[src/hw/rtl/tars_ram.sv]
// Generic single-port RAM with registered read data.
// No dependencies.
module tars_ram #(
    parameter int WIDTH = 8,
    parameter int DEPTH = 16
) (
    input  logic                     clk,
    input  logic                     we,
    input  logic [$clog2(DEPTH)-1:0] addr,
    input  logic [WIDTH-1:0]         wdata,
    output logic [WIDTH-1:0]         rdata
);

    logic [WIDTH-1:0] mem_reg [DEPTH];
    logic [WIDTH-1:0] rdata_reg;

    always_ff @(posedge clk)
    begin
        if (we)
        begin
            mem_reg[addr] <= wdata;
        end
        rdata_reg <= mem_reg[addr];
    end

    assign rdata = rdata_reg;

endmodule

[config.mk]
export PLATFORM = sky130hd
export DESIGN_NAME = tars_ram
export DESIGN_NICKNAME = d
export VERILOG_FILES = /design/src/hw/rtl/tars_ram.sv
export SDC_FILE = /design/constraint.sdc
export NUM_CORES = 1
export LEC_CHECK = 0
export BUFFER_PORTS_ARGS = -buffer_cell sky130_fd_sc_hd__buf_2
export CAP_MARGIN = 20
export CORE_MARGIN = 2
export CORE_UTILIZATION = 25
export CTS_BUF_LIST = sky130_fd_sc_hd__clkbuf_2
export DETAILED_ROUTE_END_ITERATION = 10
export GPL_TIMING_DRIVEN = 0
export PLACE_DENSITY = 0.48
export SLEW_MARGIN = 5
export SYNTH_ARGS = -nofsm -noshare
export SYNTH_HDL_FRONTEND = slang
export SYNTH_SLANG_ARGS = --single-unit
export TNS_END_PERCENT = 1
[constraint.sdc]
create_clock -name clk -period 2.3 [get_ports clk]
set_clock_uncertainty 0.05 [all_clocks]
set_input_delay 0.115 -clock clk [delete_from_list [all_inputs] [get_ports clk]]
set_output_delay 0.115 -clock clk [all_outputs]
set_load 0.01 [all_outputs]
==> out/results.tsv, run 1 <==
stage	metric	value	unit
global_route	grt total ovfl	0	
global_route	global-route wire length before repair	16200	µm
place	cell count after placement	521	
floorplanning	CORE AREA	20000	µm²
final_layout	share of cells above drive strength 1	28.7	%
min_path	Worst Min Path Start	addr[0]	
final_layout	Finished Layout Cells	570	
place	Post-DP HPWL	6900	µm
setup_path	CP required	2.56	ns
power	Leakage	1.85	nW
yosys	area of the mapped netlist	5070	µm²
setup_path	worst path cell trace	dlygate4sd3_1 > buf_2 > buf_1 > nand2_1 > nor2_1	
final_layout	nets@finish	301	
setup_path	reg2reg end	rdata[1]	
floorplanning	I/O pins	22	
clocking	Inserted Clock Buffers	17	
setup_path	CP Max Fanout	10	
power	PD cells	740	nW/µm²
timing	Final Hold Viols	0	
clocking	clock slew seen by the registers of the worst setup and hold paths	0.17	ns
drt	drc violations	0	
yosys	post-synth top area cell	edfxtp_1	
yosys	most numerous cell in the Yosys netlist	edfxtp_1	
yosys	synth top area cells	edfxtp_1 76%, mux4_2 14%, dfxtp_1 3.2%, a22oi_1 2.4%, nor2_1 0.96%	
timing	max-slew violations	0	
yosys	mean post-synth cell area	22.0	µm²
place	post-place setup slack	-0.0206	ns
timing	shortest period the worst path allows	2.12	ns
floorplanning	Initial Util	25.3	%
timing	worst-margin pin slew	0.884	ns
place	Routability Congestion	0.718	
setup_path	Setup CP Type	in2reg	
final_layout	max reg flops	128	
setup_path	CP max-delay cell	nor2_1	
clocking	Hold-fix buffers, CTS	17	
final_layout	Area Growth Syn to Fin	16.5	%
yosys	post-synthesis net count	244	
yosys	library cells used by synthesis	18	
floorplanning	Die Y	146	µm
status	outcome	completed	
global_route	initial antenna violation count	0	
drt	via count	2392	
timing	RSZ-0062 raised after global routing	false	
yosys	warnings from Yosys	0	
clocking	clock root buffer master	clkbuf_2	
final_layout	antenna cells	0	
setup_path	Arr. time, crit path	2.38	ns
yosys	EDFF count, synth	128	
drt	Via density	4.20	
yosys	Synth top area share	75.9	%
setup_path	Worst Setup End Kind	register	
timing	endpoints failing setup	0	
yosys	most instantiated cells after synthesis	128 x edfxtp_1, 32 x mux4_2, 16 x a22oi_1, 13 x nor2_1, 9 x nand2_1	
setup_path	CP delay by family, top	buffers and inverters	
setup_path	WP buf/inv	3	
clocking	post-CTS resize count	0	
global_route	vias in the first global route	2512	
setup_path	R2R setup slack	0.47	ns
timing	Max Clk Rate	471	MHz
clocking	post-CTS setup buffer count	0	
yosys	post-synthesis sequential area ratio	79.0	%
clocking	H-Tree Depth	4	
clocking	Clk Latency, worst-skew pair	0.67	ns
floorplanning	Die X	146	µm
clocking	CTS Buffer Depth	2	
drt	Detailed Routing Iterations Pass 1	4	
min_path	Hold EP	rdata[6]	
setup_path	worst r2r path cells	4	
floorplanning	Die ar.	21400	µm²
setup_path	r2r startpoint	mem_reg[6][1]	
drt	Antenna Nets Post-Route	0	
timing	normalized max-slew margin	40.8	%
drt	wire per inst	19.4	µm
yosys	ys flop type	edfxtp_1	
yosys	#FFs+latches synth	136	
job	number of max-cap violations	0	
drt	WL final	11100	µm
timing	Final period util	92.3	%
yosys	cell count after synthesis	230	
setup_path	Critical Path Max Stage Delay	0.73	ns
yosys	async set-reset flop share out of synthesis	0	%
min_path	hold crit path type	in2reg	
drt	initial drt markers	204	
global_route	largest net degree at the start of global routing	17	
setup_path	startpoint types	primary input	
min_path	hold path cells	4	
timing	Setup WS post-layout	0.176	ns
power	Max IR drop VDD	0.000218	V
global_route	GRT Overall Usage	10.9	%
clocking	TritonCTS Sinks	136	
floorplanning	Cell Rows	52	
place	PortBufs	19	
clocking	TritonCTS clock tree	yes	
[kinds of logic after synthesis]
group,Yosys count,share of synthesized area (%)
compound gates,16,2.37
buf+inv,11,1.19
flops,136,79.0
mux,32,14.2
simple gates,35,3.21
[cell type report]
class                           instances  area, µm²
Clock buffer                           19       95.1
Buffer                                 11       60.1
Multi-Input combinational cell         83       1010
Sequential cell                       136       4000
Fill cell                            2018      14100
Clock inverter                         13        111
Timing Repair Buffer                   38        280
Tap cell                              270        338
[placed cells by master (no fill, tap or decap), drive strengths merged, types with 4 or more instances in the layout]
cell type / Yosys / final
nor2: 13 / 13
clkbuf: 3 / 22
nor3: 4 / 4
buf: 8 / 29
clkinv: 0 / 9
mux4: 32 / 32
a22oi: 16 / 16
dfxtp: 8 / 8
nand2: 9 / 9
dlygate4sd3: 0 / 17
edfxtp: 128 / 128
[through the flow]
stage | power, mW | cell area (µm²) | hold WS, ns | TNS (ns) | util, %
after floorplan | 2.99 | 5070 | 0.164 | 0 | -
after global placement | 3.11 | 5500 | 0.466 | -0.793 | 27.4
after detailed placement | 3.12 | 5530 | 0.462 | -0.301 | 27.6
after CTS | 4.42 | 5900 | 0.122 | 0 | 29.5
after global routing | 4.55 | 5900 | 0.122 | 0 | 29.5
final | 4.37 | 5900 | 0.185 | 0 | 29.5
[report_power, final]
part           leakage [nW]  switching, mW  total (mW)  internal, mW
registers              1.22         0.0125        2.78          2.77
logic                 0.497          0.172       0.298         0.125
clock network         0.126          0.815        1.29         0.476
total                  1.85           1.00        4.37          3.37
[layer usage]
layer	vias to the layer above	part of all wire, %	track usage [%]
met5	-	0	0
met4	0	0.81	4.27
met3	8	5.4	3.81
met2	59	48	15.9
met1	1251	46	15.0
li1	1074	-	-
[worst register-to-register path, delay by kind of cell, from the launching register on]
kind / cells / cell delay (ns)
AOI/OAI and AO/OA: 1 / 0.16
and+or+nand+nor: 1 / 0.05
buffers and inverters: 1 / 0.57
muxes: 1 / 0.52
DFF: 1 / 0.40
[how the worst max path moves through the flow]
stage | slack [ns] | endpoint | depth (start not counted) | startpoint
6_report | 0.18 | mem_reg[15][1] | 5 | addr[1]
5_1_grt | 0.14 | mem_reg[15][4] | 5 | addr[1]
4_1_cts | 0.19 | mem_reg[15][1] | 5 | addr[1]
3_5_place_dp | -0.02 | mem_reg[15][5] | 4 | addr[1]
3_3_place_gp | -0.06 | mem_reg[0][0] | 3 | addr[2]
2_1_floorplan | 0.64 | mem_reg[0][0] | 2 | addr[2]
(Power assumes the default switching activity.)
==> run 2: changes to the inputs <==
Settings changed: CAP_MARGIN 20 to default, REMOVE_ABC_BUFFERS from default to 1.
==> run 2 against run 1 <==
Net effect: core utilization shrank 0.14 points; final area shrank 0.49%; register-to-register slack gained 0.33 ns; combinational power shrank 8.1%; die area is the same; count of clock-buffer cells in the layout grew 2; sequential power is essentially flat; critical endpoint is now mem_reg[8][5].
==> out/results.tsv, run 2 (synthesis gave the netlist of run 1 again) <==
stage	metric	value	unit	change
job	number of max-cap violations	0		unchanged
setup_path	Arr. time, crit path	2.31	ns	-0.07 ns
final_layout	nets@finish	287		-4.7%
floorplanning	Initial Util	25.3	%	unchanged
timing	Final Hold Viols	0		unchanged
setup_path	WP buf/inv	3		unchanged
timing	Final period util	89.4	%	-2.9 points
clocking	H-Tree Depth	4		unchanged
setup_path	R2R setup slack	0.80	ns	+0.33 ns
setup_path	startpoint types	primary input		
setup_path	CP Max Fanout	8		-2
clocking	Inserted Clock Buffers	17		unchanged
power	PD cells	781	nW/µm²	+5.5%
clocking	CTS Buffer Depth	2		unchanged
setup_path	CP max-delay cell	dlygate4sd3_1		
final_layout	antenna cells	0		unchanged
setup_path	CP required	2.55	ns	about the same
timing	shortest period the worst path allows	2.06	ns	-0.0672 ns
final_layout	commonest non-fill, non-tap cell in the layout	edfxtp_1		
global_route	grt total ovfl	0		unchanged
clocking	clock slew seen by the registers of the worst setup and hold paths	0.19	ns	+0.02 ns
clocking	post-CTS resize count	0		unchanged
timing	normalized max-slew margin	29.7	%	-11 points
setup_path	worst path cell trace	dlygate4sd3_1 > buf_2 > nand3b_1 > dlygate4sd3_1 > nor3_2		
min_path	hold path cells	4		unchanged
setup_path	Critical Path Max Stage Delay	0.62	ns	-0.11 ns
drt	drc violations	0		unchanged
floorplanning	I/O pins	22		unchanged
timing	Fin Hold WS	0.287	ns	+0.102 ns
floorplanning	Die ar.	21400	µm²	unchanged
min_path	Hold EP	rdata[7]		
final_layout	cell area after layout	5870	µm²	-0.49%
place	PortBufs	21		+2
setup_path	r2r startpoint	mem_reg[10][3]		
floorplanning	Die Y	146	µm	unchanged
floorplanning	CORE AREA	20000	µm²	unchanged
min_path	hold crit path type	in2reg		
clocking	TritonCTS Sinks	136		unchanged
setup_path	Top cell by count, worst path	dlygate4sd3_1		
setup_path	Worst Setup End Kind	register		
setup_path	CP delay by family, top	buffers and inverters		
timing	worst-margin pin slew	1.05	ns	+0.170 ns
global_route	largest net degree at the start of global routing	40		+23
timing	Max Clk Rate	486	MHz	+3.3%
clocking	Hold-fix buffers, CTS	13		-4
setup_path	worst r2r path cells	3		-1
floorplanning	Die X	146	µm	unchanged
drt	wire per inst	18.4	µm	-5.0%
status	outcome	completed		
setup_path	reg2reg end	rdata[3]		
place	Routability Congestion	0.677		-5.8%
power	Tot Pwr	4.58	mW	+4.9%
clocking	clock root buffer master	clkbuf_2		
final_layout	max reg flops	128		unchanged
drt	Detailed Routing Iterations Pass 1	4		unchanged
final_layout	Layout Utilization	29.3	%	-0.14 points
drt	Via density	4.30		+2.4%
drt	via count	2390		-0.084%
clocking	TritonCTS clock tree	yes		
drt	WL final	10200	µm	-7.3%
place	Post-DP HPWL	6140	µm	-11%
timing	endpoints failing setup	0		unchanged
clocking	post-CTS setup buffer count	0		unchanged
final_layout	most frequent cells in the layout	128 x edfxtp_1, 32 x mux4_2, 21 x clkbuf_2		
global_route	initial antenna violation count	0		unchanged
final_layout	share of cells above drive strength 1	31.5	%	+2.8 points
global_route	vias in the first global route	2530		+0.72%
setup_path	Setup CP Type	in2reg		
global_route	GRT Overall Usage	10.3	%	-0.61 points
final_layout	Area Growth Syn to Fin	15.9	%	
global_route	global-route wire length before repair	15600	µm	-3.3%
power	Max IR drop VDD	0.000412	V	+89%
drt	Antenna Nets Post-Route	0		unchanged
clocking	Clk Latency, worst-skew pair	0.68	ns	about the same
final_layout	Fill cells	2047		+1.4%
min_path	Worst Min Path Start	addr[0]		
place	dpl cell area	5480	µm²	-0.75%
floorplanning	Cell Rows	52		unchanged
power	Leakage	1.85	nW	about the same
timing	RSZ-0062 raised after global routing	false		
timing	max-slew violations	0		unchanged
drt	initial drt markers	231		+13%
-- run 2: changes by cell type in the layout (fill, tap and decap cells not counted), moves of 4 or more --
cell,before,now
clkinv_1,7,1
clkinv_2,2,6
dlygate4sd3_1,17,13
buf_1,4,0
-- run 2: worst max path at each step --
stage,start,endpoint,slack (ns),cells past startpoint
detailed placement,addr[1],mem_reg[15][0],-0.18,3
global route,addr[2],mem_reg[8][5],0.24,5
finish,addr[2],mem_reg[8][5],0.24,5
floorplan,addr[2],mem_reg[0][0],0.64,2
CTS,addr[2],mem_reg[8][5],0.32,5
global placement,addr[0],mem_reg[15][7],-0.49,3
-- run 2: worst reg2reg max path: stages, from the launching register on --
cell and delay (ns):
edfxtp_1 0.40, mux4_2 0.46, a22oi_1 0.32, nand2_1 0.15
-- run 2: metal layers --
metal	share of wire [%]	track usage, %	vias to the layer above
met3	5.4	3.47	10
li1	-	-	1049
met2	48	15.8	64
met5	0	0	-
met1	45	13.9	1267
met4	1.2	3.35	0
-- run 2: layout make-up --
type | instances | area, µm² | area share, %
Sequential cell | 136 | 4000 | 68.2
Multi-Input combinational cell | 83 | 1020 | 17.4
Tap cell | 270 | 338 | 5.75
Timing Repair Buffer | 35 | 249 | 4.24
Clock inverter | 11 | 154 | 2.62
Clock buffer | 21 | 105 | 1.79
-- run 2: power breakdown --
| group | internal (mW) | leakage [nW] | switching [mW] | total [mW] |
|---|---|---|---|---|
| sequential | 2.77 | 1.22 | 0.0126 | 2.78 |
| clock | 0.719 | 0.169 | 0.813 | 1.53 |
| combinational | 0.114 | 0.455 | 0.160 | 0.274 |
-- run 2: per-stage QoR --
step	TNS, ns	worst slack, ns	cells
6_report	0	0.244	556
5_1_grt	0	0.243	556
4_1_cts	0	0.322	556
3_5_place_dp	-9.78	-0.184	511
3_3_place_gp	-40.16	-0.489	510
2_1_floorplan	0	0.642	219
