==> src/hw/rtl/tars_pkg.sv <==
// Time series store package: sizes, command and status codes, transfer
// structs and the control structs between the sequencer and the directory.
// No dependencies.
package tars_pkg;

    localparam int MAX_SERIES  = 16;
    localparam int MAX_ENTRIES = 256;

    localparam int SER_W   = $clog2(MAX_SERIES);
    localparam int USE_W   = $clog2(MAX_SERIES + 1);
    localparam int IDX_W   = $clog2(MAX_ENTRIES);
    localparam int CNT_W   = $clog2(MAX_ENTRIES + 1);
    localparam int ADDR_W  = SER_W + IDX_W;
    localparam int DEPTH   = MAX_SERIES * MAX_ENTRIES;
    localparam int TIME_W  = 64;
    localparam int VAL_W   = 32;
    localparam int ENTRY_W = TIME_W + VAL_W;

    typedef enum logic [1:0] {
        CMD_CREATE = 2'd0,
        CMD_APPEND = 2'd1,
        CMD_ENDS   = 2'd2,
        CMD_RANGE  = 2'd3
    } cmd_t;

    typedef enum logic [1:0] {
        ST_OK     = 2'd0,
        ST_REJECT = 2'd1,
        ST_EMPTY  = 2'd2
    } status_t;

    typedef struct packed {
        cmd_t                command;
        logic [SER_W-1:0]    series;
        logic [TIME_W-1:0]   stamp;
        logic [VAL_W-1:0]    sample_value;
        logic                which_end;
        logic [TIME_W-1:0]   range_start;
        logic [TIME_W-1:0]   range_end;
    } cmd_item_t;

    typedef struct packed {
        status_t             status;
        logic [SER_W-1:0]    created_series;
        logic [TIME_W-1:0]   time_out;
        logic [IDX_W-1:0]    first_index;
        logic [CNT_W-1:0]    match_count;
    } rsp_item_t;

    typedef struct packed {
        logic                create;
        logic                append;
        logic [SER_W-1:0]    series;
    } dir_req_t;

    typedef struct packed {
        logic [USE_W-1:0]    in_use;
        logic [CNT_W-1:0]    fill;
    } dir_info_t;

endpackage

==> src/hw/rtl/tars_ctrl.sv <==
// Command sequencer: decodes one command, drives the entry RAM and runs the
// range scan through one shared 64-bit less-than compare.
// Depends on tars_pkg.
module tars_ctrl
    import tars_pkg::*;
(
    input  logic               clk,
    input  logic               rst_n,
    input  logic               cmd_valid,
    output logic               cmd_ready,
    input  cmd_item_t          cmd,
    output logic               res_valid,
    input  logic               res_ready,
    output rsp_item_t          res,
    output dir_req_t           dir_req,
    input  dir_info_t          dir_info,
    output logic               ram_we,
    output logic [ADDR_W-1:0]  ram_addr,
    output logic [ENTRY_W-1:0] ram_wdata,
    input  logic [ENTRY_W-1:0] ram_rdata
);

    typedef enum logic [2:0] {
        S_IDLE,
        S_EXEC,
        S_ENDS,
        S_LAST,
        S_SCAN,
        S_DONE
    } state_t;

    state_t            state_reg;
    cmd_item_t         item_reg;
    rsp_item_t         res_reg;
    logic [CNT_W-1:0]  idx_reg;
    logic [CNT_W-1:0]  lo_reg;
    logic              phase_reg;

    logic [SER_W-1:0]  s;
    logic [CNT_W-1:0]  n;
    logic [CNT_W-1:0]  last_idx;
    logic [CNT_W-1:0]  idx_inc;
    logic              known;
    logic              table_full;
    logic              series_full;
    logic [TIME_W-1:0] ram_time;
    logic [TIME_W-1:0] bound;
    logic              less;
    logic              scan_end;
    logic [CNT_W-1:0]  hi_val;
    logic [CNT_W-1:0]  lo_val;
    logic [CNT_W-1:0]  span;

    assign s           = item_reg.series;
    assign n           = dir_info.fill;
    assign last_idx    = n - CNT_W'(1);
    assign idx_inc     = idx_reg + CNT_W'(1);
    assign known       = USE_W'(s) < dir_info.in_use;
    assign table_full  = dir_info.in_use == USE_W'(MAX_SERIES);
    assign series_full = n == CNT_W'(MAX_ENTRIES);

    // shared compare unit; value half of the entry is stored only
    assign ram_time = ram_rdata[TIME_W-1:0];
    assign bound    = phase_reg ? item_reg.range_end : item_reg.range_start;
    assign less     = ram_time < bound;

    assign scan_end = less ? (idx_inc == n) : phase_reg;
    assign hi_val   = less ? n : idx_reg;
    assign lo_val   = phase_reg ? lo_reg : n;
    assign span     = hi_val - lo_val;

    assign cmd_ready = state_reg == S_IDLE;
    assign res_valid = state_reg == S_DONE;
    assign res       = res_reg;

    always_comb
    begin
        ram_we         = 1'b0;
        ram_addr       = {s, IDX_W'(0)};
        ram_wdata      = {item_reg.sample_value, item_reg.stamp};
        dir_req.create = 1'b0;
        dir_req.append = 1'b0;
        dir_req.series = s;
        case (state_reg)
            S_EXEC:
            begin
                case (item_reg.command)
                    CMD_CREATE:
                    begin
                        dir_req.create = !table_full;
                    end
                    CMD_APPEND:
                    begin
                        ram_we         = known && !series_full;
                        dir_req.append = known && !series_full;
                        ram_addr       = {s, n[IDX_W-1:0]};
                    end
                    CMD_ENDS:
                    begin
                        if (item_reg.which_end)
                        begin
                            ram_addr = {s, last_idx[IDX_W-1:0]};
                        end
                    end
                    CMD_RANGE:
                    begin
                        ram_addr = {s, last_idx[IDX_W-1:0]};
                    end
                    default:
                    begin
                        ram_we = 1'b0;
                    end
                endcase
            end
            S_SCAN:
            begin
                ram_addr = less ? {s, idx_inc[IDX_W-1:0]} : {s, idx_reg[IDX_W-1:0]};
            end
            default:
            begin
                ram_addr = {s, IDX_W'(0)};
            end
        endcase
    end

    always_ff @(posedge clk or negedge rst_n)
    begin
        if (!rst_n)
        begin
            state_reg <= S_IDLE;
            item_reg  <= '0;
            res_reg   <= '0;
            idx_reg   <= '0;
            lo_reg    <= '0;
            phase_reg <= 1'b0;
        end
        else
        begin
            case (state_reg)
                S_IDLE:
                begin
                    if (cmd_valid)
                    begin
                        item_reg  <= cmd;
                        state_reg <= S_EXEC;
                    end
                end
                S_EXEC:
                begin
                    res_reg   <= '0;
                    phase_reg <= 1'b0;
                    idx_reg   <= '0;
                    state_reg <= S_DONE;
                    if (item_reg.command == CMD_CREATE)
                    begin
                        if (table_full)
                        begin
                            res_reg.status <= ST_REJECT;
                        end
                        else
                        begin
                            res_reg.created_series <= dir_info.in_use[SER_W-1:0];
                        end
                    end
                    else if (!known)
                    begin
                        res_reg.status <= ST_REJECT;
                    end
                    else if (item_reg.command == CMD_APPEND)
                    begin
                        if (series_full)
                        begin
                            res_reg.status <= ST_REJECT;
                        end
                    end
                    else if (n == '0)
                    begin
                        res_reg.status <= ST_EMPTY;
                    end
                    else if (item_reg.command == CMD_ENDS)
                    begin
                        state_reg <= S_ENDS;
                    end
                    else
                    begin
                        state_reg <= S_LAST;
                    end
                end
                S_ENDS:
                begin
                    res_reg.time_out <= ram_time;
                    state_reg        <= S_DONE;
                end
                S_LAST:
                begin
                    // range start beyond the last sample
                    if (less)
                    begin
                        res_reg.status <= ST_EMPTY;
                        state_reg      <= S_DONE;
                    end
                    else
                    begin
                        state_reg <= S_SCAN;
                    end
                end
                S_SCAN:
                begin
                    if (scan_end)
                    begin
                        state_reg <= S_DONE;
                        if (hi_val > lo_val)
                        begin
                            res_reg.first_index <= lo_val[IDX_W-1:0];
                            res_reg.match_count <= span;
                        end
                        else
                        begin
                            res_reg.status <= ST_EMPTY;
                        end
                    end
                    else if (less)
                    begin
                        idx_reg <= idx_inc;
                    end
                    else
                    begin
                        // start found: same entry is tested again against the end bound
                        lo_reg    <= idx_reg;
                        phase_reg <= 1'b1;
                    end
                end
                S_DONE:
                begin
                    if (res_ready)
                    begin
                        state_reg <= S_IDLE;
                    end
                end
                default:
                begin
                    state_reg <= S_IDLE;
                end
            endcase
        end
    end

endmodule

==> config.mk <==
export PLATFORM = sky130hd
export DESIGN_NAME = tars_ctrl
export DESIGN_NICKNAME = d
export VERILOG_FILES = /design/src/hw/rtl/tars_pkg.sv /design/src/hw/rtl/tars_ctrl.sv
export SDC_FILE = /design/constraint.sdc
export NUM_CORES = 1
export LEC_CHECK = 0
export BUFFER_PORTS_ARGS = -buffer_cell sky130_fd_sc_hd__buf_4
export CAP_MARGIN = 30
export CORE_ASPECT_RATIO = 0.7
export CORE_MARGIN = 4
export CORE_UTILIZATION = 30
export CTS_CLUSTER_SIZE = 8
export DETAILED_ROUTE_END_ITERATION = 8
export PLACE_DENSITY = 0.6
export SETUP_SLACK_MARGIN = 0.5
export SYNTH_ARGS = -nofsm -noshare
export SYNTH_HDL_FRONTEND = slang
export SYNTH_SLANG_ARGS = --single-unit
==> constraint.sdc <==
create_clock -name clk -period 16.7 [get_ports clk]
set_input_delay 1.67 -clock clk [delete_from_list [all_inputs] [get_ports clk]]
set_output_delay 1.67 -clock clk [all_outputs]
set_load 0.01 [all_outputs]
==> impl_metrics.tcl, run 1 <==
set metrics [dict create \
    outcome "completed" \
    gp_congestion 0.8294 \
    grt_usage_pct 16.37 \
    die_area_um2 60460 \
    cp.required_ps 15030 \
    power_density_nw_per_um2 183.2 \
    synth_top_family_by_area "multiplexers" \
    drive_gt1_share_pct 48.23 \
    worstMarginPinSlew_ps 1037 \
    arrival_ps 6040 \
    routed_wirelength_mm 51.08 \
    start_util_pct 30.51 \
    layout.cells.non_filler 2495 \
    vdd_drop_max_mv 0.09600 \
    synth_cell_types 66 \
    dpl.hpwl_mm 38.21 \
    fp.dieH_um 206.9 \
    syn-cell-area_um2 16960 \
    endpoint_kind "primary output" \
    startpoint_type "register" \
    cts_root_buf "clkbuf_16" \
    fin_ws_ps 8987 \
    ys_ff_latch 340 \
    setup-tns-final_ps 0 \
    fillers 5279 \
    synth_adder_area_share_pct 5.799 \
    area_growth_syn_to_layout_pct 29.83 \
    cts.path.max_buffers 3 \
    io_buffers 516 \
    post_cts_resized 0 \
    drv_cap 0 \
    crit_type "reg -> out" \
    synth_fp_nets 1777 \
    synth_seq_area_share_pct 50.17 \
    insertion_delay_ps 580 \
    hold_viol 0 \
    hp-class "reg -> reg" \
    vias 12030 \
    cts.sinks 340 \
    synth.mux.area_fraction_pct 21.55 \
    placedCellCount 2438 \
    grt_setup_unrepaired "false" \
    postCtsSetupBuffers 0 \
    cts_tree "done" \
    hold_depth 2 \
    synthFlopType "dfrtp_1" \
    vias_per_cell 4.820 \
    place_ws_ps 9119 \
    post_drt_wl_per_cell_um 20.47 \
    ys_async_sr_fraction_pct 100.0 \
    grt-ovfl-total 0 \
    die_w_um 292.2 \
    ys_warn_count 0 \
    post-route-period-util_pct 46.19 \
    ff2ff_path_depth 20 \
    drt-initial-drc-count 533 \
    dr.pass1.iters 5 \
    setup-violations-final 0 \
    ant_nets 0 \
    slew_violations 0 \
    syn_inst 1354 \
    core_um2 55580 \
    path_max_fanout 41 \
    h-tree-depth 2 \
    grt_max_degree 160 \
    clk_pin_slew_ps 60 \
    synthXorXnorAreaFrac_pct 1.697 \
    syn_avg_cell_area_um2 12.53 \
    remaining_drc_errors 0 \
    relSlewSlack_pct 30.23 \
    fmax_ghz 0.1297 \
    synthSimpleGateAreaFrac_pct 4.884 \
    synth_edf_count 0 \
    antenna_found_initial 3 \
    num_rows 72 \
    nNetsFinal 2172 \
    grt_pass1_wl_mm 77.20 \
    pin_count 549 \
    period_needed_ps 7713 \
    grt_pass1_vias 12850 \
    numCtsBuffers 48 \
    power.leakage_nw 10.26 \
    fin_skew_ps 22.17 \
    largest_reg_flops 131 \
    holdBufCountCts 0 \
    synth-compound-area-share_pct 8.609 \
]
final cells by class:
| class | count | area, µm² | area share (%) |
|---|---|---|---|
| sequential | 340 | 8512 | 38.66 |
| multi-input combinational | 813 | 7233 | 32.85 |
| timing repair buffer | 528 | 4008 | 18.20 |
| clock buffer | 52 | 1226 | 5.569 |
| tap | 740 | 925.9 | 4.205 |
| inverter | 18 | 67.56 | 0.3068 |
| clock inverter | 3 | 45.04 | 0.2046 |
| antenna | 1 | 2.502 | 0.01136 |
critical path: stages, from the launching register on:
cell and delay, ps:
dfrtp_4 890, buf_4 720, mux2i_1 220, ha_1 370, nand4_1 180, nor4_1 920
nand3_1 290, a21oi_2 320, o31ai_4 190, nand2_1 590, nor4_1 120, or3_1 390
buf_4 170
layout by cell type, fill, tap and decap left out, types with 18 or more instances in the layout:
master,instances
o21ai_0,32
clkbuf_16,48
buf_4,524
a22o_1,65
inv_1,18
nand2_1,58
mux2i_1,88
nand3_1,19
xnor2_1,18
mux2_2,243
a21oi_1,36
nor2_1,36
ha_1,77
dfrtp_1,339
worst paths after layout:
| kind | startpoint | to | slack (ps) |
|---|---|---|---|
| hold / removal | res[84] | res[84] | 480 |
| setup reg to reg | phase_reg | res[9] | 9040 |
| hold reg to reg | res[84] | res[84] | 480 |
| setup / recovery | phase_reg | ram_addr[6] | 8990 |
| min in group asynchronous | rst_n | res[71] | 1140 |
| max in group asynchronous | rst_n | item_reg[9] | 14100 |
metal layers:
layer	wire length [µm]	track usage, %
met5	39	0
met4	997	3.980
met3	3612	4.791
met2	23690	25.66
met1	22740	22.43
logic make-up after synthesis:
logic type / after synthesis
flip-flops: 340
buffers and inverters: 201
adder cells (fa/ha/maj): 78
multiplexers: 334
AO/OA/AOI/OAI: 198
AND/OR/NAND/NOR: 171
XOR/XNOR: 32
per-stage QoR:
stage / power (mW) / hold slack [ps] / utilization (%) / instance area (µm²)
after floorplan: 2.633 / 457.8 / - / 16960
after global placement: 3.144 / 459.8 / 37.25 / 20710
after detailed placement: 3.191 / 465.7 / 37.27 / 20720
after CTS: 4.096 / 485.4 / 39.56 / 21990
after global routing: 4.326 / 501.5 / 39.61 / 22020
final: 4.034 / 475.1 / 39.62 / 22020
Yosys cell counts (all sizes together), types with 2 or more instances:
cell | count | area, µm²
nand4 | 14 | 87.58
a21boi | 5 | 37.54
nand2b | 6 | 37.54
o21ai | 33 | 165.2
inv | 18 | 67.56
clkbuf | 44 | 165.2
nor2b | 3 | 18.77
a31oi | 3 | 18.77
o31ai | 4 | 43.79
o2bb2ai | 2 | 17.52
a211oi | 7 | 62.56
a22o | 65 | 569.3
xor2 | 13 | 113.9
or2 | 2 | 12.51
xnor2 | 19 | 173.9
nor3b | 2 | 15.01
or3 | 2 | 12.51
and3 | 7 | 55.05
nand2 | 58 | 217.7
ha | 77 | 963.4
o211ai | 6 | 45.04
nor4 | 6 | 37.54
nor3 | 7 | 35.03
buf | 139 | 1005
and2 | 3 | 18.77
mux2 | 246 | 2774
a21oi | 37 | 188.9
nor2 | 37 | 138.9
a21o | 7 | 52.55
o22ai | 8 | 56.30
mux2i | 88 | 880.8
o2111ai | 2 | 17.52
dfrtp | 340 | 8508
nand3 | 19 | 95.09
o21a | 5 | 37.54
a2111oi | 3 | 38.79
o221ai | 3 | 26.28
power by group:
part,switching [mW],internal (mW)
clock,0.358,0.512
sequential,0.240,1.18
combinational,0.834,0.905
total,1.43,2.60
Power figures use the tool's default switching activity.
==> inputs of run 2 (changes only) <==
==> constraint.sdc (replaced) <==
create_clock -name clk -period 7.8 [get_ports clk]
set_input_delay 0.78 -clock clk [delete_from_list [all_inputs] [get_ports clk]]
set_output_delay 0.78 -clock clk [all_outputs]
set_load 0.01 [all_outputs]
==> impl_metrics.tcl, run 2 (synthesis results as in run 1) <==
set metrics [dict create \
    outcome "completed" \
    cts_tree "done" \
    place_ws_ps 1189 \
    setup-tns-final_ps 0 \
    core_um2 55580 \
    fin_skew_ps 12.84 \
    power.leakage_nw 10.30 \
    grt_max_degree 159 \
    nNetsFinal 2177 \
    postCtsSetupBuffers 0 \
    hold_viol 0 \
    hold_ws_ps 159.6 \
    area_growth_syn_to_layout_pct 30.42 \
    setup-violations-final 0 \
    arrival_ps 6710 \
    mostFrequentLayoutCells "buf_4 (527), dfrtp_1 (339), mux2_2 (243)" \
    clk_pin_slew_ps 50 \
    insertion_delay_ps 570 \
    die_w_um 292.2 \
    fin_ws_ps 1564 \
    holdBufCountCts 0 \
    gp_congestion 0.8373 \
    drt-initial-drc-count 642 \
    start_util_pct 30.51 \
    dr.pass1.iters 5 \
    post_cts_resized 0 \
    cp.required_ps 8280 \
    pwr-share-seq_pct 34.7 \
    routed_wirelength_mm 51.33 \
    drv_cap 0 \
    fmax_ghz 0.1604 \
    die_area_um2 60460 \
    numCtsBuffers 48 \
    antenna_found_initial 2 \
    slew_violations 0 \
    grt_pass1_wl_mm 76.60 \
    path_max_fanout 50 \
    placedCellCount 2443 \
    vias 11980 \
    dpl.hpwl_mm 38.59 \
    cts.path.max_buffers 3 \
    fp.dieH_um 206.9 \
    h-tree-depth 2 \
    power_mw 8.685 \
    worstMarginPinSlew_ps 920.3 \
    hp-class "in -> async" \
    endpoint_kind "register" \
    grt-ovfl-total 0 \
    post-route-period-util_pct 79.95 \
    grt_usage_pct 16.26 \
    io_buffers 516 \
    layout.cells.non_filler 2501 \
    num_rows 72 \
    crit_type "reg -> reg" \
    ant_nets 0 \
    drive_gt1_share_pct 48.38 \
    cts.sinks 340 \
    pin_count 549 \
    power_frac_comb_pct 43.7 \
    largest_reg_flops 131 \
    clkPwrFrac_pct 21.6 \
    grt_pass1_vias 12700 \
    remaining_drc_errors 0 \
    cts_root_buf "clkbuf_16" \
    p_sw_share_pct 35.30 \
    power_density_nw_per_um2 392.7 \
    period_needed_ps 6236 \
    p_int_mw 5.619 \
    vias_per_cell 4.791 \
    post_drt_wl_per_cell_um 20.52 \
    relSlewSlack_pct 37.78 \
    p_switching_mw 3.066 \
    final_common_cell "buf_4" \
    startpoint_type "register" \
    grt_setup_unrepaired "false" \
    vdd_drop_max_mv 0.1924 \
]
run 2: worst max-delay path: stages (launching register included):
cell and delay (ps):
dfrtp_4 440, buf_16 270, mux2i_1 310, ha_1 300, a211oi_1 220, o21ai_0 130, o221ai_1 210, o211ai_1 270
o31ai_4 760, nand2_1 190, buf_4 230, mux2_2 280, ha_1 360, nand2_1 90, a21oi_1 170, o21ai_0 170
a211oi_1 270, o21ai_0 120, a21oi_1 250, a21boi_2 380, buf_4 320, mux2i_1 230
run 2: final timing paths:
check,from,endpoint,slack [ps],cells past startpoint
max reg2reg,phase_reg,res[4],1560,21
max,phase_reg,res[4],1560,21
min,rst_n,res[71],160,1
max in group asynchronous,rst_n,phase_reg,5590,3
min reg2reg,res[83],res[83],480,2
min in group clk,res_ready,state_reg[0],440,2
run 2: power by group through the flow:
stage / registers, mW / logic, mW / clock network, mW
final: 3.01 / 3.80 / 1.87
after global routing: 3.11 / 4.16 / 2.02
after CTS: 3.08 / 3.78 / 1.95
after detailed placement: 3.09 / 3.77 / 0
after floorplan: 2.91 / 2.73 / 0
after global placement: 3.06 / 3.69 / 0
run 2: routing by layer:
metal	GRT usage (%)	share of wire (%)
met5	0	0.045
met1	22.37	45
met2	25.40	46
met3	4.674	6.8
met4	4.067	1.9
run 2: cell type report:
| class | count | area (µm²) |
|---|---|---|
| antenna | 2 | 5.005 |
| clock inverter | 2 | 46.29 |
| clock buffer | 53 | 1251 |
| sequential | 340 | 8512 |
| multi-input combinational | 813 | 7233 |
| tap | 740 | 925.9 |
| fill | 5271 | 33460 |
| inverter | 18 | 67.56 |
| timing repair buffer | 533 | 4078 |
run 2: per-stage QoR:
stage	utilization (%)	area, µm²
3_5_place_dp	37.40	20790
6_report	39.79	22120
5_1_grt	39.78	22110
4_1_cts	39.74	22090
3_3_place_gp	37.33	20750
2_1_floorplan	-	16960
==> inputs of run 3 (changes only) <==
--- a/config.mk
+++ b/config.mk
@@ -12,7 +12,7 @@
 export CORE_UTILIZATION = 30
 export CTS_CLUSTER_SIZE = 8
 export DETAILED_ROUTE_END_ITERATION = 8
-export PLACE_DENSITY = 0.6
+export PLACE_DENSITY = 0.62
 export SETUP_SLACK_MARGIN = 0.5
 export SYNTH_ARGS = -nofsm -noshare
 export SYNTH_HDL_FRONTEND = slang
==> constraint.sdc (replaced) <==
create_clock -name clk -period 5.2 [get_ports clk]
set_input_delay 0.52 -clock clk [delete_from_list [all_inputs] [get_ports clk]]
set_output_delay 0.52 -clock clk [all_outputs]
set_load 0.01 [all_outputs]
==> impl_metrics.tcl, run 3 (synthesis results as in run 1) <==
set metrics [dict create \
    largest_reg_flops 131 \
    routed_wirelength_mm 51.17 \
    drv_cap 0 \
    nNetsFinal 2224 \
    p_switching_mw 4.804 \
    cts.sinks 340 \
    worstMarginPinSlew_ps 916.8 \
    clk_pin_slew_ps 50 \
    grt.busiest_layer "met2" \
    num_rows 72 \
    drt-initial-drc-count 646 \
    vias 12210 \
    p_int_mw 8.873 \
    p_sw_share_pct 35.12 \
    crit_type "reg -> reg" \
    die_area_um2 60460 \
    fp.dieH_um 206.9 \
    insertion_delay_ps 580 \
    fillers 5216 \
    placedCellCount 2463 \
    startpoint_type "register" \
    cts_root_buf "clkbuf_16" \
    mostFrequentLayoutCells "buf_4 (555), dfrtp_1 (339), mux2_2 (240)" \
    use_met2_pct 25.90 \
    relSlewSlack_pct 38.02 \
    dpl.hpwl_mm 37.12 \
    die_w_um 292.2 \
    fin_skew_ps 24.51 \
    grt-ovfl-total 0 \
    vdd_drop_max_mv 0.3145 \
    period_needed_ps 4802 \
    cp.required_ps 5670 \
    grt_pass1_vias 13150 \
    grt_usage_pct 16.35 \
    hp-class "in -> reg" \
    final_common_cell "buf_4" \
    antenna_found_initial 3 \
    outcome "completed" \
    gp_congestion 0.8135 \
    met3_usage_pct 4.824 \
    path_max_fanout 8 \
    cts.path.max_buffers 3 \
    ff2ff_path_depth 24 \
    hold_viol 0 \
    grt_pass1_wl_mm 77.42 \
    post-route-period-util_pct 92.35 \
    power_density_nw_per_um2 595.2 \
    power_mw 13.68 \
    power.leakage_nw 10.62 \
    arrival_ps 5270 \
    io_buffers 516 \
    clkPwrFrac_pct 20.6 \
    pin_count 549 \
    numCtsBuffers 48 \
    hold_depth 2 \
    drive_gt1_share_pct 51.88 \
    area_growth_syn_to_layout_pct 35.48 \
    power_frac_comb_pct 46.4 \
    setup-violations-final 0 \
    core_um2 55580 \
    layout.cells.non_filler 2548 \
    dr.pass1.iters 5 \
    remaining_drc_errors 0 \
    h-tree-depth 2 \
    slew_violations 0 \
    endpoint_kind "register" \
    vias_per_cell 4.791 \
    grt_setup_unrepaired "true" \
    pwr-share-seq_pct 32.9 \
    fmax_ghz 0.2082 \
    cts_tree "done" \
    met1_usage_pct 22.00 \
    ant_nets 0 \
    post_drt_wl_per_cell_um 20.08 \
    grt_max_degree 126 \
    start_util_pct 30.51 \
]
-- run 3: cell types whose count changed in the layout (fill, tap and decap cells not counted), sizes merged --
cell,change
dlygate4sd3,+1
clkbuf,+1
buf,+44
nand2,+1
-- run 3: worst paths after layout --
kind,from,end,slack (ps)
max in group asynchronous,rst_n,item_reg[126],3400
worst max-delay path,phase_reg,res[1],400
worst min-delay path,res_ready,state_reg[0],170
worst min register to register,res[84],res[84],480
worst max register to register,phase_reg,res[1],400
min in group asynchronous,rst_n,item_reg[83],560
-- run 3: power by group through the flow --
stage	Sequential, mW	Clock [mW]	Combinational, mW
after floorplan	4.36	0	4.16
after global placement	4.47	0	5.73
after detailed placement	4.51	0	5.84
after CTS	4.51	2.94	6.22
after global routing	4.66	3.05	6.91
final	4.50	2.82	6.35
-- run 3: critical path, cell delays in order (launching register included) --
cell      delay [ps]
dfrtp_4          520
buf_12           170
buf_16           150
buf_12           140
mux2i_2          180
ha_1             270
a21oi_1          150
o21ai_1          110
a221oi_2         320
a21oi_4          150
o31ai_4          270
buf_12           160
nand2_8           70
mux2_4           330
ha_4             290
nand2_4           50
a21oi_4          120
o21ai_2           80
a211oi_2         200
o21ai_1          100
a21oi_2          150
a21boi_4         210
buf_12           140
buf_8            120
mux2i_1          210
-- run 3: repair_timing --
item,4_1_cts,5_1_grt
hold endpoints to repair,91,0
endpoints found under the setup margin,23,27
buffers inserted,15,8
cloned,3,1
hold buffers,1,0
pin swaps,33,31
resized for setup,51,23
-- run 3: layer usage --
layer,wire length [µm],share of wire (%)
met3,3640,7.1
met2,23780,46
met1,22790,45
met5,0,0
met4,963,1.9
-- run 3: through the flow --
step	cell area (µm²)	hold WS (ps)	util, %	TNS [ps]	setup WS [ps]
floorplan	17040	224.4	-	0	530.5
global placement	21000	453.4	37.78	-1837	-132.4
detailed placement	21000	470.6	37.78	-1518	-117.9
CTS	22760	117.9	40.95	0	381.1
global route	22970	134.5	41.33	0	225.7
finish	22980	167.0	41.34	0	397.8
-- run 3: area by class of cell --
cell class                 count  area (µm²)  share of cell area (%)
antenna                        2       5.005                 0.02178
inverter                      18       67.56                  0.2941
tap                          740       925.9                   4.030
clock inverter                 2       46.29                  0.2015
timing repair buffer         579        4597                   20.01
clock buffer                  53        1251                   5.445
multi-input combinational    814        7572                   32.96
sequential                   340        8512                   37.05
