$ cat src/hw/rtl/tars_pkg.sv
// Time series store package: sizes, command and status codes, transfer
// structs and the control structs between the sequencer and the directory.
// No dependencies.
package tars_pkg;

    localparam int MAX_SERIES  = 16;
    localparam int MAX_ENTRIES = 256;

    localparam int SER_W   = $clog2(MAX_SERIES);
    localparam int USE_W   = $clog2(MAX_SERIES + 1);
    localparam int IDX_W   = $clog2(MAX_ENTRIES);
    localparam int CNT_W   = $clog2(MAX_ENTRIES + 1);
    localparam int ADDR_W  = SER_W + IDX_W;
    localparam int DEPTH   = MAX_SERIES * MAX_ENTRIES;
    localparam int TIME_W  = 64;
    localparam int VAL_W   = 32;
    localparam int ENTRY_W = TIME_W + VAL_W;

    typedef enum logic [1:0] {
        CMD_CREATE = 2'd0,
        CMD_APPEND = 2'd1,
        CMD_ENDS   = 2'd2,
        CMD_RANGE  = 2'd3
    } cmd_t;

    typedef enum logic [1:0] {
        ST_OK     = 2'd0,
        ST_REJECT = 2'd1,
        ST_EMPTY  = 2'd2
    } status_t;

    typedef struct packed {
        cmd_t                command;
        logic [SER_W-1:0]    series;
        logic [TIME_W-1:0]   stamp;
        logic [VAL_W-1:0]    sample_value;
        logic                which_end;
        logic [TIME_W-1:0]   range_start;
        logic [TIME_W-1:0]   range_end;
    } cmd_item_t;

    typedef struct packed {
        status_t             status;
        logic [SER_W-1:0]    created_series;
        logic [TIME_W-1:0]   time_out;
        logic [IDX_W-1:0]    first_index;
        logic [CNT_W-1:0]    match_count;
    } rsp_item_t;

    typedef struct packed {
        logic                create;
        logic                append;
        logic [SER_W-1:0]    series;
    } dir_req_t;

    typedef struct packed {
        logic [USE_W-1:0]    in_use;
        logic [CNT_W-1:0]    fill;
    } dir_info_t;

endpackage

$ cat src/hw/rtl/tars_dir.sv
// Series directory: fill count per series and number of series created.
// Depends on tars_pkg.
module tars_dir
    import tars_pkg::*;
(
    input  logic      clk,
    input  logic      rst_n,
    input  dir_req_t  req,
    output dir_info_t info
);

    logic [CNT_W-1:0] fill_reg [MAX_SERIES];
    logic [USE_W-1:0] in_use_reg;

    always_ff @(posedge clk or negedge rst_n)
    begin
        if (!rst_n)
        begin
            for (int i = 0; i < MAX_SERIES; i++)
            begin
                fill_reg[i] <= '0;
            end
            in_use_reg <= '0;
        end
        else
        begin
            if (req.create)
            begin
                fill_reg[in_use_reg[SER_W-1:0]] <= '0;
                in_use_reg <= in_use_reg + USE_W'(1);
            end
            if (req.append)
            begin
                fill_reg[req.series] <= fill_reg[req.series] + CNT_W'(1);
            end
        end
    end

    assign info.in_use = in_use_reg;
    assign info.fill   = fill_reg[req.series];

endmodule

$ cat config.mk
export PLATFORM = sky130hd
export DESIGN_NAME = tars_dir
export DESIGN_NICKNAME = d
export VERILOG_FILES = /design/src/hw/rtl/tars_pkg.sv /design/src/hw/rtl/tars_dir.sv
export SDC_FILE = /design/constraint.sdc
export NUM_CORES = 1
export LEC_CHECK = 0
export BUFFER_PORTS_ARGS = -buffer_cell sky130_fd_sc_hd__buf_2
export CAP_MARGIN = 40
export CORE_ASPECT_RATIO = 0.9
export CORE_MARGIN = 1.5
export CORE_UTILIZATION = 52
export DETAILED_ROUTE_END_ITERATION = 7
export PLACE_DENSITY = 0.77
export SYNTH_ARGS = -nofsm -noshare
export SYNTH_HDL_FRONTEND = slang
export SYNTH_SLANG_ARGS = --single-unit
$ cat constraint.sdc
create_clock -name clk -period 2.58 [get_ports clk]
set_clock_uncertainty 0.2 [all_clocks]
set_input_delay 0.129 -clock clk [delete_from_list [all_inputs] [get_ports clk]]
set_output_delay 0.129 -clock clk [all_outputs]
set_load 0.05 [all_outputs]
==> results of run 1 <==
worst max-delay path: cells and delay by family, from the launching register on:
family	cells	cell delay, ns
xor+xnor	1	0.26
flops	1	0.40
fa+ha+maj	1	0.19
buf+inv	2	0.26
mux	1	0.52
compound gates	3	0.42
simple gates	2	0.28
synthesized netlist by cell type, types with 3 or more instances:
| cell type | n | area [sq um] |
|---|---|---|
| nand3_1 | 175 | 876 |
| dfrtp_1 | 149 | 3730 |
| o21ai_0 | 77 | 385 |
| nand2_1 | 35 | 131 |
| clkbuf_1 | 32 | 120 |
| mux4_2 | 32 | 721 |
| o211ai_1 | 32 | 240 |
| or4_1 | 32 | 240 |
| o21ai_1 | 26 | 130 |
| a21oi_1 | 17 | 85.1 |
| and3_1 | 17 | 106 |
| nor2_1 | 16 | 60.1 |
| buf_2 | 15 | 75.1 |
| o21ai_2 | 10 | 87.6 |
| buf_4 | 7 | 52.6 |
| nand4_1 | 7 | 43.8 |
| a22oi_1 | 6 | 45.0 |
| xnor2_1 | 6 | 52.6 |
| ha_1 | 5 | 62.6 |
| inv_1 | 5 | 18.8 |
| mux4_1 | 5 | 131 |
| nor3_1 | 5 | 25.0 |
| buf_1 | 4 | 15.0 |
| buf_6 | 4 | 45.0 |
| nor2b_1 | 4 | 25.0 |
| and4_4 | 3 | 33.8 |
metrics by stage:
step / cell area (sq um) / hold WS [ns]
6_report: 9650 / 0.0557
5_1_grt: 9650 / 0.104
4_1_cts: 9580 / 0.0764
3_5_place_dp: 8810 / -0.0341
3_3_place_gp: 8800 / -0.0456
2_1_floorplan: 7890 / -0.367
logic make-up (layout without fill, tap and decap cells):
group	Yosys count	count (layout)	share of synthesized area, %
adder cells (fa/ha/maj)	5	5	0.800
flip-flops	149	149	47.7
AO/OA/AOI/OAI	173	173	13.3
XOR/XNOR	8	8	0.896
multiplexers	40	40	11.3
buffers and inverters	73	170	5.04
AND/OR/NAND/NOR	307	307	21.0
power by group:
part	leakage [nW]	switching, W	internal (W)
sequential	2.04	0.000241	0.00264
clock	0.318	0.000951	0.00181
combinational	1.88	0.00109	0.000586
total	4.24	0.00228	0.00503
layout by cell type, fill, tap and decap left out, types with 2 or more instances in the layout:
cell and instances:
a21oi_1 16, a22oi_2 7, and3_1 17, and4_4 4, buf_12 15, buf_2 17
buf_4 92, buf_6 6, bufinv_16 5, clkbuf_16 17, clkbuf_8 4, dfrtp_1 149
dlygate4sd3_1 2, ha_1 4, inv_1 3, inv_2 3, mux2i_1 2, mux4_1 3
mux4_2 34, nand2_1 31, nand2_2 5, nand2b_1 2, nand3_1 175, nand4_1 7
nor2_1 16, nor2b_1 4, nor3_1 5, o211ai_1 32, o21ai_0 54, o21ai_1 35
o21ai_2 24, or4_1 32, xnor2_1 6
per-layer routing:
layer | up-vias | share of wire (%) | routed length, um | track usage [%]
met2 | 431 | 47 | 11600 | 50.9
met5 | - | 0 | 0 | 0
met3 | 84 | 11 | 2650 | 9.45
met1 | 3500 | 38 | 9290 | 42.4
met4 | 0 | 3.6 | 881 | 14.4
li1 | 3040 | - | - | -
area by class of cell:
cell class              count  area (sq um)
clock buffers              22           484
multi-input cells         533          3810
well taps                 198           248
clock inverters             8           171
repair buffers            133          1180
fillers                  1098          5060
flip-flops and latches    149          3730
inverters                   7          28.8
what timing repair did:
action / 4_1_cts / 5_1_grt
hold endpoints to repair: 73 / 0
pin swaps: 8 / 11
hold buffers: 2 / 0
resized for setup: 34 / 24
setup endpoints to repair: 68 / 24
buffers inserted: 2 / 2
worst max-delay path by stage:
stage	start	endpoint	slack (ns)	depth (start not counted)
after floorplan	req[0]	fill_reg[35]	-0.32	14
after global placement	req[0]	fill_reg[8]	-0.49	9
after detailed placement	req[0]	fill_reg[6]	-0.38	13
after CTS	fill_reg[14]	info[5]	0.003	6
after global routing	fill_reg[108]	fill_reg[6]	-0.17	10
final	fill_reg[108]	fill_reg[6]	-0.07	10
==> out/metrics.cfg, run 1 <==
[global_route]
antenna_found_initial = 0
grt_first_pass_wirelength_mm = 38.9
globalRouteOverflowTotal = 0
first_global_vias = 7147
maximum_number_of_pins_on_one_net_before_global_route_repair = 66
grtUsageTotal_pct = 32.5

[placed_design]
dpl.cell_count = 1016
pre_cts_ws_ns = -0.384
port_buffers = 21
place.gp.congestion = 0.994
detailedPlacementHpwl_mm = 16.4

[drt]
initial_drt_pass_iterations = 6
initial_drc_count = 926
drcViolationCount = 0
avgRoutedWirePerCell_um = 23.3
vias_per_cell = 6.72
routed_wl_mm = 24.4
detail-route-antenna-nets = 0
vias = 7055

[pwr]
total_power_w = 0.00731
pd_cells_mw_per_mm2 = 758
peakVddDrop_mv = 0.732
power.leakage_nw = 4.24

[finish]
largest_register_ff_count = 144
final_cells = 1050
antenna_cells = 0
design.final.nets = 854
postLayoutCoreUtil_pct = 65.6
areaGrowthSynthToFinish_pct = 23.5
drive_gt1_share_pct = 29.2

[floorplan]
design.portCount = 22
start_util_pct = 53.1
chipHeight_um = 119
core.rowCount = 42
die_w_um = 132
core_area_sq_mm = 0.0147
dieArea_sq_mm = 0.0158

[critical_path]
critical-path-slowest-cell = mux4_2
worst-endpoint-required_ns = 2.70
crit_chain = mux4_2, a22oi_2, nand2_2, ha_4, inv_4, a41oi_2, nand4_1, xor2_2, buf_6, o21ai_2
regToRegEndpoint = fill_reg[6]
criticalPathCategory = flip-flop to flip-flop
startpoint_type = flip-flop
timing.critical_path.slowest_cell_delay_ns = 0.52
worst_r2r_src = fill_reg[108]
arrival_ns = 2.77
worst-path-max-fanout = 8
r2r_setup_slack_ns = -0.07
r2r_worst_path_depth = 10
kind_of_capture_point_of_the_worst_setup_path = flip-flop

[sta]
fin_crit_sh_pct = 103
setup_viol_count_final = 29
fin_ws_ns = -0.0738
fin_setup_tns_ns = -1.17
fmax_mhz = 377
unrepaired_setup_endpoints_after_global_routing = true
maxSlewHeadroom_pct = 58.7
hold_violations = 0
tightest_slew_ns = 0.619
period_needed_ns = 2.65
final-max-slew-violation-count = 0

[yosys]
number_of_flops_mapped_to_enable_cells_by_yosys = 0
synth_seq_cells = 149
fraction_of_the_yosys_area_taken_by_sequential_cells_pct = 47.7
cell_area_after_synthesis_sq_mm = 0.00782
ys_async_sr_fraction_pct = 100
synthesized_nets = 768
postSynth.topFlopCell = dfrtp_1
synth_cell_types = 47
avgSynthCellArea_sq_um = 10.4
ys_warn_count = 0
postSynthCellCount = 755

[flow_run]
cap_violations = 0

[clocking]
clock_root_buffer = clkbuf_16
clk_latency_ns = 0.44
cts_inserted_buffers = 17
tritoncts = yes
clk_pin_slew_worst_paths_ns = 0.06
cts_max_level = 4
tritoncts_num_sinks = 149
cts.path.max_buffers = 2

[run_status]
status = finished with violations
violations_in_the_final_reports = setup timing

[min_path]
min-delay-path-class = primary input to asynchronous set/reset pin

No activity file was read; power rests on OpenSTA's default activity.
==> run 2: changes to the inputs <==
ABC_AREA = 1   (was default)
RECOVER_POWER = 25   (was default)
==> out/metrics.cfg, run 2 <==
[global_route]
globalRouteOverflowTotal = 0  ; unchanged
first_global_vias = 7631  ; +6.8%
grtUsageTotal_pct = 32.9  ; +0.33 points
antenna_found_initial = 0  ; unchanged
grt_first_pass_wirelength_mm = 40.4  ; +3.8%
maximum_number_of_pins_on_one_net_before_global_route_repair = 63  ; -4.5%

[pwr]
clockPowerShare_pct = 31.9  ; -5.8 points
pd_cells_mw_per_mm2 = 848  ; +12%
sw_frac_of_total_pct = 36.7  ; +5.5 points
total_switching_power_w = 0.00291  ; +28%
pwr-share-comb_pct = 28.1  ; +5.2 points
power.leakage_nw = 4.78  ; +13%
peakVddDrop_mv = 0.852  ; +16%
total_power_w = 0.00793  ; +8.5%
power.internal_w = 0.00502  ; -0.19%
power.share.sequential_pct = 40.0  ; +0.6 points

[critical_path]
worst-endpoint-required_ns = 2.67  ; -0.03 ns
r2r_setup_slack_ns = 0.30  ; +0.37 ns
arrival_ns = 2.37  ; -0.40 ns
worst-path-max-fanout = 16  ; +8
kind_of_capture_point_of_the_worst_setup_path = flip-flop
critical-path-slowest-cell = dfrtp_1
criticalPathCategory = flip-flop to flip-flop
worst_r2r_src = fill_reg[18]
r2r_worst_path_depth = 13  ; +3
timing.critical_path.slowest_cell_delay_ns = 0.36  ; -0.16 ns
crit_chain = inv_1, o21ai_0, o21ai_0, nand2_1, nor2_2, inv_1, ha_1, inv_1, nor2_1, nand2_1, nand2_1, o21ai_4, o21ai_0
regToRegEndpoint = fill_reg[40]
startpoint_type = flip-flop

[finish]
nFillCells = 1336  ; +22%
antenna_cells = 0  ; unchanged
areaGrowthSynthToFinish_pct = 16.4
layout_common_cells = 418 x nand2_1, 149 x dfrtp_1, 118 x nand3_1
drive_gt1_share_pct = 11.8  ; -17 points
design.final.nets = 1147  ; +34%
final_design_area_excluding_fillers_sq_mm = 0.00935  ; -3.1%
postLayoutCoreUtil_pct = 62.7  ; -2.9 points
most_common_library_cell_in_the_layout_ignoring_fill_and_taps = nand2_1
largest_register_ff_count = 144  ; unchanged

[drt]
vias = 7768  ; +10%
dr_wl_met2_mm = 11.0  ; -5.2%
avgRoutedWirePerCell_um = 18.7  ; -20%
m1WireLength_mm = 10.6  ; +14%
initial_drc_count = 980  ; +5.8%
detail-route-antenna-nets = 0  ; unchanged
sum_of_met3_wire_segment_lengths_after_detailed_routing_mm = 2.37  ; -11%
drcViolationCount = 0  ; unchanged
initial_drt_pass_iterations = 6  ; unchanged
highest_layer = met4
vias_per_cell = 5.78  ; -14%
routed_wl_mm = 25.1  ; +2.8%

[yosys]
fraction_of_the_yosys_area_taken_by_sequential_cells_pct = 46.4  ; -1.3 points
postSynthCellCount = 1084  ; +44%
yosys.cell_count.top_type = nand2_1
netlist_top_cells_count = 418 x nand2_1, 149 x dfrtp_1, 118 x nand3_1
postSynth.topFlopCell = dfrtp_1
avgSynthCellArea_sq_um = 7.41  ; -28%
synth_seq_cells = 149  ; unchanged
synth_area_leader_cell = dfrtp_1
synthesized_nets = 1097  ; +43%
netlist.area_leader.share_pct = 46.4  ; -1.3 points
cell_area_after_synthesis_sq_mm = 0.00803  ; +2.7%
ys_async_sr_fraction_pct = 100  ; unchanged
ys_top_cells_by_area = dfrtp_1 46%, nand2_1 20%, nand3_1 7.4%
number_of_flops_mapped_to_enable_cells_by_yosys = 0  ; unchanged
synth_cell_types = 29  ; -38%
ys_warn_count = 0  ; unchanged

[clocking]
clock_root_buffer = clkbuf_16
clk_pin_slew_worst_paths_ns = 0.06  ; about the same
clk_latency_ns = 0.44  ; about the same
cts_max_level = 4  ; unchanged
tritoncts = yes
tritoncts_num_sinks = 149  ; unchanged
cts.path.max_buffers = 2  ; unchanged
cts_inserted_buffers = 17  ; unchanged

[sta]
maxSlewHeadroom_pct = -7.86  ; -67 points
hold_violations = 0  ; unchanged
unrepaired_setup_endpoints_after_global_routing = false
fmax_mhz = 439  ; +16%
tightest_slew_ns = 1.62  ; +0.999 ns
setup_viol_count_final = 0  ; -100%
period_needed_ns = 2.28  ; -0.374 ns
fin_setup_tns_ns = 0  ; +1.17 ns
final-max-slew-violation-count = 61  ; +61
finalHoldWorstSlack_ns = 0.148  ; +0.0919 ns
fin_crit_sh_pct = 88.4  ; -14 points

[min_path]
whs_path_depth = 5
worstHoldStart = req[3]
worst_hold_path.endpoint = fill_reg[62]
min-delay-path-class = primary input to flip-flop

[floorplan]
core_area_sq_mm = 0.0149  ; +1.4%
core.rowCount = 42  ; unchanged
chipHeight_um = 121  ; +1.3%
design.portCount = 22  ; unchanged
start_util_pct = 53.8  ; +0.69 points
die_w_um = 134  ; +1.3%
dieArea_sq_mm = 0.0162  ; +2.7%

[placed_design]
place.gp.congestion = 1.04  ; +5.0%
placedInstanceArea_sq_mm = 0.00873  ; -0.97%
port_buffers = 21  ; unchanged
detailedPlacementHpwl_mm = 17.2  ; +5.1%

[run_status]
violations_in_the_final_reports = capacitance limit, slew limit
status = finished with violations

[flow_run]
cap_violations = 1  ; +1

[run 2: changes by cell type in the layout (fill, tap and decap cells not counted), moves of 24 or more]
cell and change:
o21ai_2 -24, o21ai_0 +25, or4_1 -32, nor2_1 +40
buf_4 -42, inv_1 +67, nand3_1 -57, mux4_2 -34
nand3b_1 +47, nand2_1 +387
[run 2: through the flow]
stage | worst slack, ns | std cells
after floorplan | 0.0749 | 1084
after global placement | -0.107 | 1311
after detailed placement | -0.172 | 1311
after CTS | 0.148 | 1345
after global routing | 0.100 | 1345
final | 0.300 | 1345
[run 2: per-layer routing]
metal,track usage (%),vias to the layer above
li1,-,3601
met1,45.2,3662
met2,49.7,420
met3,6.43,85
met4,16.5,0
met5,0,-
[run 2: cells by family (layout without fill, tap and decap cells)]
kind of cell,count (synthesis),after routing,synth area share (%)
simple gates,660,660,35.9
flops,149,149,46.4
buf+inv,137,200,7.32
compound gates,129,129,9.13
fa+ha+maj,5,5,0.779
xor+xnor,4,4,0.436
[run 2: worst max-delay path by stage]
| stage | slack, ns | from | end |
|---|---|---|---|
| after floorplan | 0.07 | req[0] | fill_reg[24] |
| after global placement | -0.11 | req[0] | fill_reg[40] |
| after detailed placement | -0.17 | req[0] | fill_reg[67] |
| after CTS | 0.15 | fill_reg[37] | fill_reg[76] |
| after global routing | 0.10 | fill_reg[64] | fill_reg[114] |
| final | 0.30 | fill_reg[18] | fill_reg[40] |
[run 2: critical path: cells and delay by family (launching register included)]
kind                     cells  cell delay (ns)
AND/OR/NAND/NOR              5             0.46
flip-flops                   1             0.36
adder cells (fa/ha/maj)      1             0.20
buffers and inverters        3             0.24
AO/OA/AOI/OAI                4             0.66
[run 2: what timing repair did]
action                                  CTS  global route
hold buffers                              2             0
buffers inserted                          0             0
endpoints found under the setup margin    0            13
endpoints found under the hold margin   152             0
gates resized for setup                   0             1
[run 2: cell type report]
| cell class | count | area (sq um) | area share (%) |
|---|---|---|---|
| Clock buffer | 19 | 453 | 4.84 |
| Clock inverter | 13 | 148 | 1.58 |
| Inverter | 83 | 312 | 3.33 |
| Multi-Input combinational cell | 798 | 3720 | 39.8 |
| Sequential cell | 149 | 3730 | 39.9 |
| Tap cell | 198 | 248 | 2.65 |
| Timing Repair Buffer | 85 | 741 | 7.92 |
[run 2: power groups by stage]
stage	sequential, W	clock (W)	combinational (W)
floorplan	0.00320	0	0.00130
global placement	0.00318	0	0.00213
detailed placement	0.00319	0	0.00218
CTS	0.00316	0.00255	0.00219
global route	0.00321	0.00263	0.00243
finish	0.00317	0.00253	0.00223
==> run 3: changes to the inputs <==
CTS_BUF_LIST = sky130_fd_sc_hd__clkbuf_4 sky130_fd_sc_hd__clkbuf_8   (was default)
==> out/metrics.cfg, run 3 (synthesized netlist as in run 2, its figures left out) <==
[run_status]
status = finished with violations
violations_in_the_final_reports = capacitance limit, slew limit

[sta]
period_needed_ns = 2.32  ; +0.0402 ns
tightest_slew_ns = 1.62  ; +0.00309 ns
maxSlewHeadroom_pct = -8.07  ; -0.21 points
hold_violations = 0  ; unchanged
unrepaired_setup_endpoints_after_global_routing = false
setup_viol_count_final = 0  ; unchanged
fmax_mhz = 431  ; -1.7%
final-max-slew-violation-count = 61  ; unchanged
fin_crit_sh_pct = 89.9  ; +1.6 points
fin_setup_tns_ns = 0  ; unchanged

[critical_path]
timing.critical_path.slowest_cell_delay_ns = 0.53  ; +0.17 ns
crit_chain = nand2_1, nand2_1, nand2_1, nand2_1, nand2_1, nand2_1, inv_1, nand2_1, ha_1, nand2_1, o21ai_4, o21ai_0
startpoint_type = flip-flop
r2r_worst_path_depth = 12  ; -1
timing.critical_path.mode_cell = nand2_1
crit_buf_inv = 1  ; -2
kind_of_capture_point_of_the_worst_setup_path = flip-flop
arrival_ns = 2.44  ; +0.07 ns
critPathTopFamily = compound AO/OA/AOI/OAI gates
crit_cells = 12  ; -1
criticalPathCategory = flip-flop to flip-flop
worst-endpoint-required_ns = 2.70  ; +0.03 ns
worst-path-max-fanout = 16  ; unchanged
critical-path-slowest-cell = o21ai_4

[floorplan]
core.rowCount = 42  ; unchanged
core_area_sq_mm = 0.0149  ; unchanged
start_util_pct = 53.8  ; unchanged
chipHeight_um = 121  ; unchanged
dieArea_sq_mm = 0.0162  ; unchanged
die_w_um = 134  ; unchanged
design.portCount = 22  ; unchanged

[drt]
initial_drt_pass_iterations = 6  ; unchanged
drcViolationCount = 0  ; unchanged
avgRoutedWirePerCell_um = 18.5  ; -0.67%
detail-route-antenna-nets = 0  ; unchanged
routed_wl_mm = 24.9  ; -0.67%
initial_drc_count = 879  ; -10%
vias_per_cell = 5.76  ; -0.22%
vias = 7751  ; -0.22%

[finish]
postLayoutCoreUtil_pct = 61.4  ; -1.3 points
largest_register_ff_count = 144  ; unchanged
final_design_area_excluding_fillers_sq_mm = 0.00916  ; -2.0%
area.sequential_sq_mm = 0.00373  ; unchanged
design.final.nets = 1147  ; unchanged
most_common_library_cell_in_the_layout_ignoring_fill_and_taps = nand2_1
nFillCells = 1366  ; +2.2%
drive_gt1_share_pct = 11.8  ; unchanged
layout_common_cells = 418 x nand2_1, 149 x dfrtp_1, 118 x nand3_1
area_of_the_multi_input_gates_sq_mm = 0.00372  ; unchanged
areaGrowthSynthToFinish_pct = 14.1
antenna_cells = 0  ; unchanged

[placed_design]
place.gp.congestion = 1.04  ; unchanged
port_buffers = 21  ; unchanged
detailedPlacementHpwl_mm = 17.2  ; unchanged
placedInstanceArea_sq_mm = 0.00873  ; unchanged

[pwr]
peakVddDrop_mv = 0.595  ; -30%
pd_cells_mw_per_mm2 = 793  ; -6.5%
power.leakage_nw = 4.69  ; -1.8%

[clocking]
clk_latency_ns = 0.47  ; +0.03 ns
cts.path.max_buffers = 2  ; unchanged
tritoncts_num_sinks = 149  ; unchanged
clock_root_buffer = clkbuf_8
tritoncts = yes
number_of_buffers_inserted_to_repair_setup_after_cts = 0  ; unchanged
cts_max_level = 4  ; unchanged
clk_pin_slew_worst_paths_ns = 0.09  ; +0.03 ns
cts_inserted_buffers = 17  ; unchanged

[global_route]
globalRouteOverflowTotal = 0  ; unchanged
grt_first_pass_wirelength_mm = 40.2  ; -0.58%
maximum_number_of_pins_on_one_net_before_global_route_repair = 63  ; unchanged
antenna_found_initial = 0  ; unchanged
grtUsageTotal_pct = 32.7  ; -0.19 points
first_global_vias = 7561  ; -0.92%

[min_path]
whs_path_depth = 5  ; unchanged
min-delay-path-class = primary input to flip-flop

[flow_run]
cap_violations = 1  ; unchanged

[run 3: cell counts in the layout (fill, tap and decap cells not counted)]
Identical to the previous run, type by type.
[run 3: final timing paths]
| path | startpoint | endpoint | slack (ns) |
|---|---|---|---|
| max | fill_reg[46] | fill_reg[76] | 0.26 |
| min | req[3] | fill_reg[62] | 0.11 |
| max reg2reg | fill_reg[46] | fill_reg[76] | 0.26 |
| min reg2reg | in_use_reg[4] | in_use_reg[4] | 0.27 |
| max in group asynchronous | rst_n | fill_reg[4] | 0.78 |
| min in group asynchronous | rst_n | fill_reg[56] | 0.41 |
[run 3: power breakdown]
| part | switching [W] | total, W | internal [W] |
|---|---|---|---|
| Clock | 0.000957 | 0.00188 | 0.000920 |
| Sequential | 0.000349 | 0.00316 | 0.00281 |
| Combinational | 0.00151 | 0.00222 | 0.000716 |
[run 3: repair_timing]
action,CTS,global route
endpoints found under the setup margin,0,13
hold endpoints to repair,152,0
gates resized for setup,0,1
hold buffers,2,0
[run 3: cell type report]
type | instances | area share (%)
Clock buffer | 19 | 2.85
Clock inverter | 13 | 1.61
Inverter | 83 | 3.40
Multi-Input combinational cell | 798 | 40.6
Sequential cell | 149 | 40.7
Tap cell | 198 | 2.70
Timing Repair Buffer | 85 | 8.09
[run 3: per-layer routing]
layer | up-vias | GRT usage [%] | part of all wire, %
li1 | 3608 | - | -
met4 | 0 | 14.5 | 3.9
met2 | 398 | 49.6 | 44
met1 | 3670 | 44.6 | 42
met3 | 75 | 7.89 | 10
met5 | - | 0 | 0
[run 3: worst reg2reg max path, stage by stage, from the launching register on]
cell     delay [ns]
dfrtp_1        0.39
nand2_1        0.08
nand2_1        0.06
nand2_1        0.05
nand2_1        0.08
nand2_1        0.06
nand2_1        0.10
inv_1          0.04
nand2_1        0.10
ha_1           0.17
nand2_1        0.12
o21ai_4        0.53
o21ai_0        0.20
[run 3: per-stage QoR]
step / total power, W / worst slack, ns / hold slack (ns) / std cells
after floorplan: 0.00450 / 0.0749 / -0.367 / 1084
after global placement: 0.00531 / -0.107 / -0.0425 / 1311
after global routing: 0.00762 / 0.106 / 0.118 / 1345
final: 0.00726 / 0.260 / 0.105 / 1345
after CTS: 0.00723 / 0.0943 / 0.0264 / 1345
after detailed placement: 0.00536 / -0.172 / -0.0424 / 1311
